File: config.mk
export PLATFORM = sky130hd
export DESIGN_NAME = stable_priority_queue
export DESIGN_NICKNAME = d
export VERILOG_FILES = /design/src/hdl/spq_pkg.sv /design/src/hdl/spq_cell.sv /design/src/hdl/stable_priority_queue.sv
export SDC_FILE = /design/constraint.sdc
export NUM_CORES = 1
export LEC_CHECK = 0
export BUFFER_PORTS_ARGS = -buffer_cell sky130_fd_sc_hd__buf_2
export CAP_MARGIN = 20
export CORE_MARGIN = 3
export CORE_UTILIZATION = 45
export DETAILED_ROUTE_END_ITERATION = 10
export SLEW_MARGIN = 20
export SYNTH_ARGS = -nofsm -noshare
export SYNTH_HDL_FRONTEND = slang
export SYNTH_SLANG_ARGS = --single-unit
File: constraint.sdc
create_clock -name clock -period 8.4 [get_ports clock]
set_clock_uncertainty 0.2 [all_clocks]
set_input_delay 1.68 -clock clock [delete_from_list [all_inputs] [get_ports clock]]
set_output_delay 1.68 -clock clock [all_outputs]
set_load 0.03 [all_outputs]
File: src/hdl/spq_pkg.sv
// Package for the stable priority queue: widths, status codes and the
// per-cell control struct. No dependencies.
package spq_pkg;

   localparam int DEPTH_DEF        = 16;
   localparam int PAYLOAD_BITS_DEF = 32;

   localparam int PRIO_W    = 4;
   localparam int PORT_W    = 32;
   localparam int STATUS_W  = 2;

   localparam logic OP_PUSH = 1'b0;
   localparam logic OP_POP  = 1'b1;

   localparam logic [STATUS_W-1:0] ST_OK    = 2'd0;
   localparam logic [STATUS_W-1:0] ST_FULL  = 2'd1;
   localparam logic [STATUS_W-1:0] ST_EMPTY = 2'd2;

   typedef struct packed {
      logic              push;
      logic              pop;
      logic [PRIO_W-1:0] prio;
   } cell_ctl_type;

endpackage

File: src/hdl/spq_cell.sv
// One slot of the sorted queue chain. Holds a priority and a payload and
// trades them with its neighbors. Depends on spq_pkg.
module spq_cell #(
   parameter int PAYLOAD_BITS = spq_pkg::PAYLOAD_BITS_DEF
) (
   input  logic                        clock,
   input  spq_pkg::cell_ctl_type       ctl,
   input  logic [PAYLOAD_BITS-1:0]     new_payload,
   input  logic                        occupied,
   input  logic                        left_after,
   input  logic [spq_pkg::PRIO_W-1:0]  left_prio,
   input  logic [PAYLOAD_BITS-1:0]     left_payload,
   input  logic [spq_pkg::PRIO_W-1:0]  right_prio,
   input  logic [PAYLOAD_BITS-1:0]     right_payload,
   output logic                        after,
   output logic [spq_pkg::PRIO_W-1:0]  prio,
   output logic [PAYLOAD_BITS-1:0]     payload
);
   import spq_pkg::*;

   logic [PRIO_W-1:0]       prio_ff, prio_in;
   logic [PAYLOAD_BITS-1:0] payload_ff, payload_in;

   // slot lies at or past the insertion point: empty or strictly worse
   assign after = !occupied || (prio_ff > ctl.prio);

   always_comb begin
      prio_in    = prio_ff;
      payload_in = payload_ff;
      if (ctl.push && after) begin
         if (left_after) begin
            // shift the left neighbor down one slot
            prio_in    = left_prio;
            payload_in = left_payload;
         end else begin
            prio_in    = ctl.prio;
            payload_in = new_payload;
         end
      end else if (ctl.pop) begin
         // advance toward the head
         prio_in    = right_prio;
         payload_in = right_payload;
      end
   end

   always_ff @(posedge clock) begin
      prio_ff    <= prio_in;
      payload_ff <= payload_in;
   end

   assign prio    = prio_ff;
   assign payload = payload_ff;

endmodule

File: src/hdl/stable_priority_queue.sv
// Stable priority queue: a chain of DEPTH cells kept sorted, head in cell 0.
// The result beat is registered and appears in the cycle after the request beat is accepted.
// Throughput: one push or pop per cycle; every cell compares and moves in
// parallel, so the rate is set only by the result register draining.
// Reset (synchronous, active high) empties the queue and drops any pending
// result beat; the cell contents are not cleared. Depends on spq_pkg, spq_cell.
module stable_priority_queue #(
   parameter int DEPTH        = spq_pkg::DEPTH_DEF,
   parameter int PAYLOAD_BITS = spq_pkg::PAYLOAD_BITS_DEF
) (
   input  logic                          clock,
   input  logic                          reset,
   // request channel
   input  logic                          req_valid,
   output logic                          req_stall,
   input  logic                          req_op,
   input  logic [spq_pkg::PRIO_W-1:0]    req_priority_req,
   input  logic [spq_pkg::PORT_W-1:0]    req_payload,
   // result channel
   output logic                          rsp_valid,
   input  logic                          rsp_stall,
   output logic [spq_pkg::STATUS_W-1:0]  rsp_status,
   output logic [spq_pkg::PRIO_W-1:0]    rsp_out_priority,
   output logic [spq_pkg::PORT_W-1:0]    rsp_out_payload,
   output logic                          rsp_now_empty
);
   import spq_pkg::*;

   localparam int CNT_W = $clog2(DEPTH + 1);

   // occupancy: cells below the count hold live entries
   logic [CNT_W-1:0] count_ff, count_in;

   logic                    rsp_valid_ff, rsp_valid_in;
   logic [STATUS_W-1:0]     status_ff, status_in;
   logic [PRIO_W-1:0]       opri_ff, opri_in;
   logic [PORT_W-1:0]       opay_ff, opay_in;
   logic                    empty_ff, empty_in;

   logic                    accept;
   logic                    full;
   logic                    empty;
   cell_ctl_type            ctl;
   logic [PAYLOAD_BITS-1:0] new_payload;
   logic [PORT_W-1:0]       head_payload;

   logic [PRIO_W-1:0]       cell_prio    [DEPTH];
   logic [PAYLOAD_BITS-1:0] cell_payload [DEPTH];
   logic                    cell_after   [DEPTH];

   // hold the request side while a result beat waits to be taken
   assign req_stall = rsp_valid_ff && rsp_stall;
   assign accept    = req_valid && !req_stall;

   assign full  = (count_ff == CNT_W'(DEPTH));
   assign empty = (count_ff == '0);

   assign ctl.push = accept && (req_op == OP_PUSH) && !full;
   assign ctl.pop  = accept && (req_op == OP_POP) && !empty;
   assign ctl.prio = req_priority_req;

   // fit the port-width tag into the stored width and back
   generate
      if (PAYLOAD_BITS <= PORT_W) begin : g_narrow
         assign new_payload  = req_payload[PAYLOAD_BITS-1:0];
         assign head_payload = PORT_W'(cell_payload[0]);
      end else begin : g_wide
         assign new_payload  = PAYLOAD_BITS'(req_payload);
         assign head_payload = cell_payload[0][PORT_W-1:0];
      end
   endgenerate

   // the cell chain: each cell sees its left and right neighbor
   generate
      for (genvar i = 0; i < DEPTH; i++) begin : g_cell
         logic                    l_after;
         logic [PRIO_W-1:0]       l_prio;
         logic [PAYLOAD_BITS-1:0] l_payload;
         logic [PRIO_W-1:0]       r_prio;
         logic [PAYLOAD_BITS-1:0] r_payload;

         if (i == 0) begin : g_first
            // nothing to the left: the head takes the new entry directly
            assign l_after   = 1'b0;
            assign l_prio    = '0;
            assign l_payload = '0;
         end else begin : g_mid
            assign l_after   = cell_after[i-1];
            assign l_prio    = cell_prio[i-1];
            assign l_payload = cell_payload[i-1];
         end

         if (i == DEPTH - 1) begin : g_last
            // past the tail: contents are dead once the count drops
            assign r_prio    = '0;
            assign r_payload = '0;
         end else begin : g_inner
            assign r_prio    = cell_prio[i+1];
            assign r_payload = cell_payload[i+1];
         end

         spq_cell #(
            .PAYLOAD_BITS (PAYLOAD_BITS)
         ) u_cell (
            .clock         (clock),
            .ctl           (ctl),
            .new_payload   (new_payload),
            .occupied      (CNT_W'(i) < count_ff),
            .left_after    (l_after),
            .left_prio     (l_prio),
            .left_payload  (l_payload),
            .right_prio    (r_prio),
            .right_payload (r_payload),
            .after         (cell_after[i]),
            .prio          (cell_prio[i]),
            .payload       (cell_payload[i])
         );
      end
   endgenerate

   // count and result beat
   always_comb begin
      count_in     = count_ff;
      rsp_valid_in = rsp_valid_ff && rsp_stall;
      status_in    = status_ff;
      opri_in      = opri_ff;
      opay_in      = opay_ff;
      empty_in     = empty_ff;
      if (ctl.push) begin
         count_in = count_ff + CNT_W'(1);
      end else if (ctl.pop) begin
         count_in = count_ff - CNT_W'(1);
      end
      if (accept) begin
         rsp_valid_in = 1'b1;
         status_in    = ST_OK;
         opri_in      = '0;
         opay_in      = '0;
         if (req_op == OP_PUSH) begin
            if (full) begin
               status_in = ST_FULL;
            end
         end else if (empty) begin
            status_in = ST_EMPTY;
         end else begin
            // return the head entry
            opri_in = cell_prio[0];
            opay_in = head_payload;
         end
         empty_in = (count_in == '0);
      end
   end

   always_ff @(posedge clock) begin
      if (reset) begin
         count_ff     <= '0;
         rsp_valid_ff <= 1'b0;
      end else begin
         count_ff     <= count_in;
         rsp_valid_ff <= rsp_valid_in;
      end
      status_ff <= status_in;
      opri_ff   <= opri_in;
      opay_ff   <= opay_in;
      empty_ff  <= empty_in;
   end

   assign rsp_valid        = rsp_valid_ff;
   assign rsp_status       = status_ff;
   assign rsp_out_priority = opri_ff;
   assign rsp_out_payload  = opay_ff;
   assign rsp_now_empty    = empty_ff;

endmodule
* Word-level counts from Yosys, hierarchy flattened
Cells that the tools add are included.
** Cells by class
- Add/sub/neg operators :: 2
- $lt $le $gt $ge :: 32
- Equality and inequality tests :: 1
- Muxes and demuxes :: 100
- Bitwise gates (word level) :: 1
- Reduce and logical (&&, ||, !) cells :: 76
** Operator list (count)
- two-way mux 32 bit :: 47
- two-way mux 4 bit :: 47
- > comparator 4 bit :: 16
- < comparator 4 x 5 -> 1 bit, first input constant :: 8
- nonzero test 2 bit :: 16
- logical AND 1 bit :: 22
- < comparator 3 x 5 -> 1 bit, first input constant :: 4
- logical NOT 1 bit :: 19
- logical OR 1 bit :: 16
- logical NOT 5 bit :: 2
- < comparator 1 x 5 -> 1 bit, first input constant :: 2
- < comparator 2 x 5 -> 1 bit, first input constant :: 2
- two-way mux 5 bit :: 2
- adder 5 x 1 -> 5 bit, second input constant :: 1
- == test 5 bit, second input constant :: 1
- subtractor 5 x 1 -> 5 bit, second input constant :: 1
- two-way mux 2 bit :: 2
- two-way mux 1 bit :: 2
- OR reduction 2 bit :: 1
- inverter 1 bit :: 1
** Word-level totals
- Register bits :: 621
- Bits of input ports :: 41
- Output and inout bits :: 41
- Logic and storage cells :: 250

* Logic depth before layout (Yosys ltp)
- Depth after elaboration :: 8
- Mapped depth :: 11

* Cells and area by module
A second synthesis with hierarchy kept.
** Unflattened totals
- Cell total of the unflattened synthesis :: 2386
- Area total of the unflattened synthesis :: 37513.5 µm²
** By module, submodules not included
- spq_cell :: times used 16, cells each 138, area each 2210.9 µm²
- stable_priority_queue :: times used 1, cells each 178, area each 2139.6 µm²

* Worst setup path after synthesis
Ideal clock, no wire load.
- Path type :: in2reg
- From :: input port req_priority_req[2] (netlist bit)
- To :: register g_cell[12].u_cell.payload_ff[0] (enable)
- Arrival time :: 5.611 ns
- Setup slack :: 2.110 ns
- Cell stages on the path :: 8
- Buffers on the path :: 2
- Cell sequence :: inv_1 > ha_1 > nand4_1 > o311a_1 > nor3_1 > buf_4 > buf_2 > o21ai_0
** Between the ends
- Longest elaborated chain between the ends :: 4
** RTL lines
- from (decl) :: RTL line stable_priority_queue.sv:17 : input logic [spq_pkg::PRIO_W-1:0] req_priority_req,
- > comparator 4 bit :: RTL line spq_cell.sv:25 : assign after = !occupied || (prio_ff > ctl.prio);
- logical OR 1 bit :: RTL line spq_cell.sv:25
- logical AND 1 bit :: RTL line spq_cell.sv:30 : if (ctl.push && after) begin
- nonzero test 2 bit (no line)
- to (signal assigned) :: RTL line spq_cell.sv:48 : payload_ff <= payload_in;
- to (decl) :: RTL line spq_cell.sv:22 : logic [PAYLOAD_BITS-1:0] payload_ff, payload_in;
No other way between the ends.
A chain may end at the register's enable or synchronous reset.

* Worst setup path in the final report
- From :: input port req_priority_req[2] (netlist bit)
- To :: register g_cell[0].u_cell.payload_ff[13] (enable)
** Between the ends
- Longest elaborated chain between the ends :: 4
** RTL lines (RTL line)
- > comparator 4 bit :: spq_cell.sv:25
- logical OR 1 bit :: spq_cell.sv:25
- logical AND 1 bit :: spq_cell.sv:30
- nonzero test 2 bit (no line)
- to (signal assigned) :: spq_cell.sv:48
- to (decl) :: spq_cell.sv:22
No other way between the ends.

==> results.toml <==
[status]
outcome = "finished clean"

[layout]
fillCellCount = 6568
fin_util_pct = 49.56
syn_to_final_growth_pct = 8.565
drive_gt1_share_pct = 18.49
nets = 2922
design_area_um2 = 37020

[sta]
period_share_pct = 69.68
slew_viol_final = 0
worst_slew_pin_slew_ns = 1.090
finalSetupViolCount = 0
max_freq_mhz = 170.8
holdWs_ns = 0.3462
rsz0062_at_grt = "no"
min_period_ns = 5.853
relSlewSlack_pct = 27.15
finalHoldViolations = 0
fin_tns_setup_ns = 0

[synth]
synth.most_common_cell = "a21oi_1"
synthTopCellsByCount = "a21oi_1, edfxtp_1, mux2i_1"
syn_area_um2 = 34100
synthFlopType = "edfxtp_1"
ys_async_sr_fraction_pct = 0
ys_ff_latch = 621
syn_nets = 3003
synthCells = 2894
synth_area_leaders = "edfxtp_1, a21oi_1, mux2i_1"
synth_edf_count = 615
ys_warn_count = 0
synth_top_area_share_pct = 54.16
ys_seq_area_share_pct = 54.51
synth_cell_types = 71
synth_top_area_cell = "edfxtp_1"
postSynthAreaPerCell_um2 = 11.78

[critical_path]
startpoint_type = "input port"
crit_type = "in -> reg"
crit_required_ns = 8.31
critPathArrivalTime_ns = 5.76
cp_max_fo = 40
worst_setup_path_end_kind = "flop"

[grt]
antenna_found_initial = 2
grt_overflow = 0
grt_first_pass_wirelength_mm = 147.2
grt_pass1_vias = 24140
grt_usage_pct = 23.62
grt_max_degree = 109

[clocking]
clk_latency_ns = 0.60
cts-root-buf = "clkbuf_16"
cts_resized = 0
post_cts_buffers = 0
cts_made_buffers = 72
clk_path_buf_depth = 3
cts_tree = "built"
hold_buffers = 0
clock-sinks = 621
path_clk_slew_ns = 0.06
htree_num_levels = 3

[detailed_routing]
drt_wl_total_mm = 94.33
drtPass1Iterations = 5
vias = 24020
wl_per_cell_um = 24.59
avgViaCountPerCell = 6.263
ant_nets = 0
drc_errors = 0
drt_iter0_markers = 2357

[pwr]
worst_ir_drop_vdd_mv = 0.1339
p_leak_nw = 13.73
total_power_mw = 9.992
p_per_area_nw_per_um2 = 269.9

[floorplan]
start_util_pct = 45.65
die_area_um2 = 79110
core_um2 = 74700
fp.dieW_um = 281.3
fp.dieH_um = 281.3
ios = 82
rows = 100

[worst_hold_path]
hp-class = "reg -> reg"

[placed_design]
routabilityCongestion = 0.8384
hpwl_mm = 60.65
place_area_um2 = 34800
io_buffers = 81

[run]
drv_cap = 0
-- worst max-delay path, stage by stage --
cell	delay [ns]
buf_2	0.35
inv_1	0.52
ha_1	0.50
nand4_1	0.19
a22o_1	0.26
a21oi_4	0.11
buf_4	0.56
nand2b_2	0.24
buf_4	0.47
nand2_2	0.73
-- stage by stage --
step,cells,worst slack [ns]
global route,3836,2.361
floorplan,2894,2.110
global placement,3706,2.002
detailed placement,3707,1.861
CTS,3834,2.543
finish,3836,2.547
-- cell type report --
cell class | count | area (um2) | share of cell area [%]
timing repair buffer | 134 | 828.3 | 2.238
clock buffer | 87 | 1922 | 5.192
sequential | 621 | 18590 | 50.21
inverter | 28 | 105.1 | 0.2839
multi-input combinational | 1956 | 14090 | 38.07
antenna | 1 | 2.502 | 0.006760
tap | 969 | 1212 | 3.275
clock inverter | 40 | 267.8 | 0.7233
-- layer usage --
metal | track usage (%) | vias up | routed length (um)
li1 | - | 11020 | -
met5 | 0 | - | 0
met2 | 36.57 | 1024 | 42550
met4 | 6.437 | 0 | 1794
met3 | 3.373 | 137 | 6772
met1 | 34.81 | 11850 | 43220
-- registers in the layout, summed over array words and instances, names as in the netlist --
name and flops:
rsp_valid 1, rsp_out_payload 32, count_ff 5, g_cell.u_cell.prio 64, rsp_status 2, rsp_now_empty 1, rsp_out_priority 4, g_cell.u_cell.payload 512
-- final timing paths --
| path | endpoint | cells after the start | start | slack (ns) |
|---|---|---|---|---|
| max | g_cell[0].u_cell.payload[13] | 10 | req_priority_req[2] | 2.55 |
| min | g_cell[14].u_cell.payload[31] | 1 | g_cell[15].u_cell.payload[31] | 0.35 |
| max reg2reg | g_cell[0].u_cell.payload[13] | 7 | count_ff[3] | 4.08 |
| min reg2reg | g_cell[14].u_cell.payload[31] | 1 | g_cell[15].u_cell.payload[31] | 0.35 |
-- placed cells by master (no fill, tap or decap), types with 4 or more instances in the layout --
| cell type | Yosys | final |
|---|---|---|
| a21oi_1 | 626 | 622 |
| edfxtp_1 | 615 | 615 |
| mux2i_1 | 294 | 294 |
| mux2_2 | 243 | 243 |
| o21ai_0 | 165 | 161 |
| nand3_1 | 150 | 148 |
| a31oi_1 | 110 | 110 |
| nor2_1 | 87 | 86 |
| buf_2 | 113 | 81 |
| clkbuf_16 | 0 | 75 |
| ha_1 | 68 | 68 |
| buf_4 | 25 | 51 |
| and3_1 | 38 | 38 |
| a22oi_1 | 34 | 34 |
| inv_1 | 27 | 26 |
| clkinv_1 | 1 | 24 |
| nand2b_2 | 0 | 13 |
| and2_1 | 12 | 12 |
| clkbuf_1 | 105 | 12 |
| nand2_1 | 12 | 11 |
| o21a_1 | 11 | 10 |
| nor2b_1 | 9 | 9 |
| nand4_1 | 8 | 8 |
| clkinv_2 | 0 | 8 |
| a21oi_4 | 5 | 7 |
| o21ai_4 | 1 | 6 |
| dfxtp_1 | 6 | 6 |
| a21o_1 | 5 | 4 |
| inv_6 | 0 | 4 |
-- cells by family after synthesis --
| family | Yosys count | share of synthesized area [%] |
|---|---|---|
| buf+inv | 317 | 4.774 |
| xor+xnor | 3 | 0.07707 |
| compound gates | 996 | 16.17 |
| simple gates | 352 | 5.313 |
| mux | 537 | 16.66 |
| fa+ha+maj | 68 | 2.495 |
| flops | 621 | 54.51 |
-- where the power goes --
group / internal (mW) / total, mW / switching [mW]
logic: 0.903 / 2.53 / 1.62
clock network: 1.72 / 2.98 / 1.27
registers: 4.18 / 4.48 / 0.304
No activity file was read; power rests on OpenSTA's default activity.
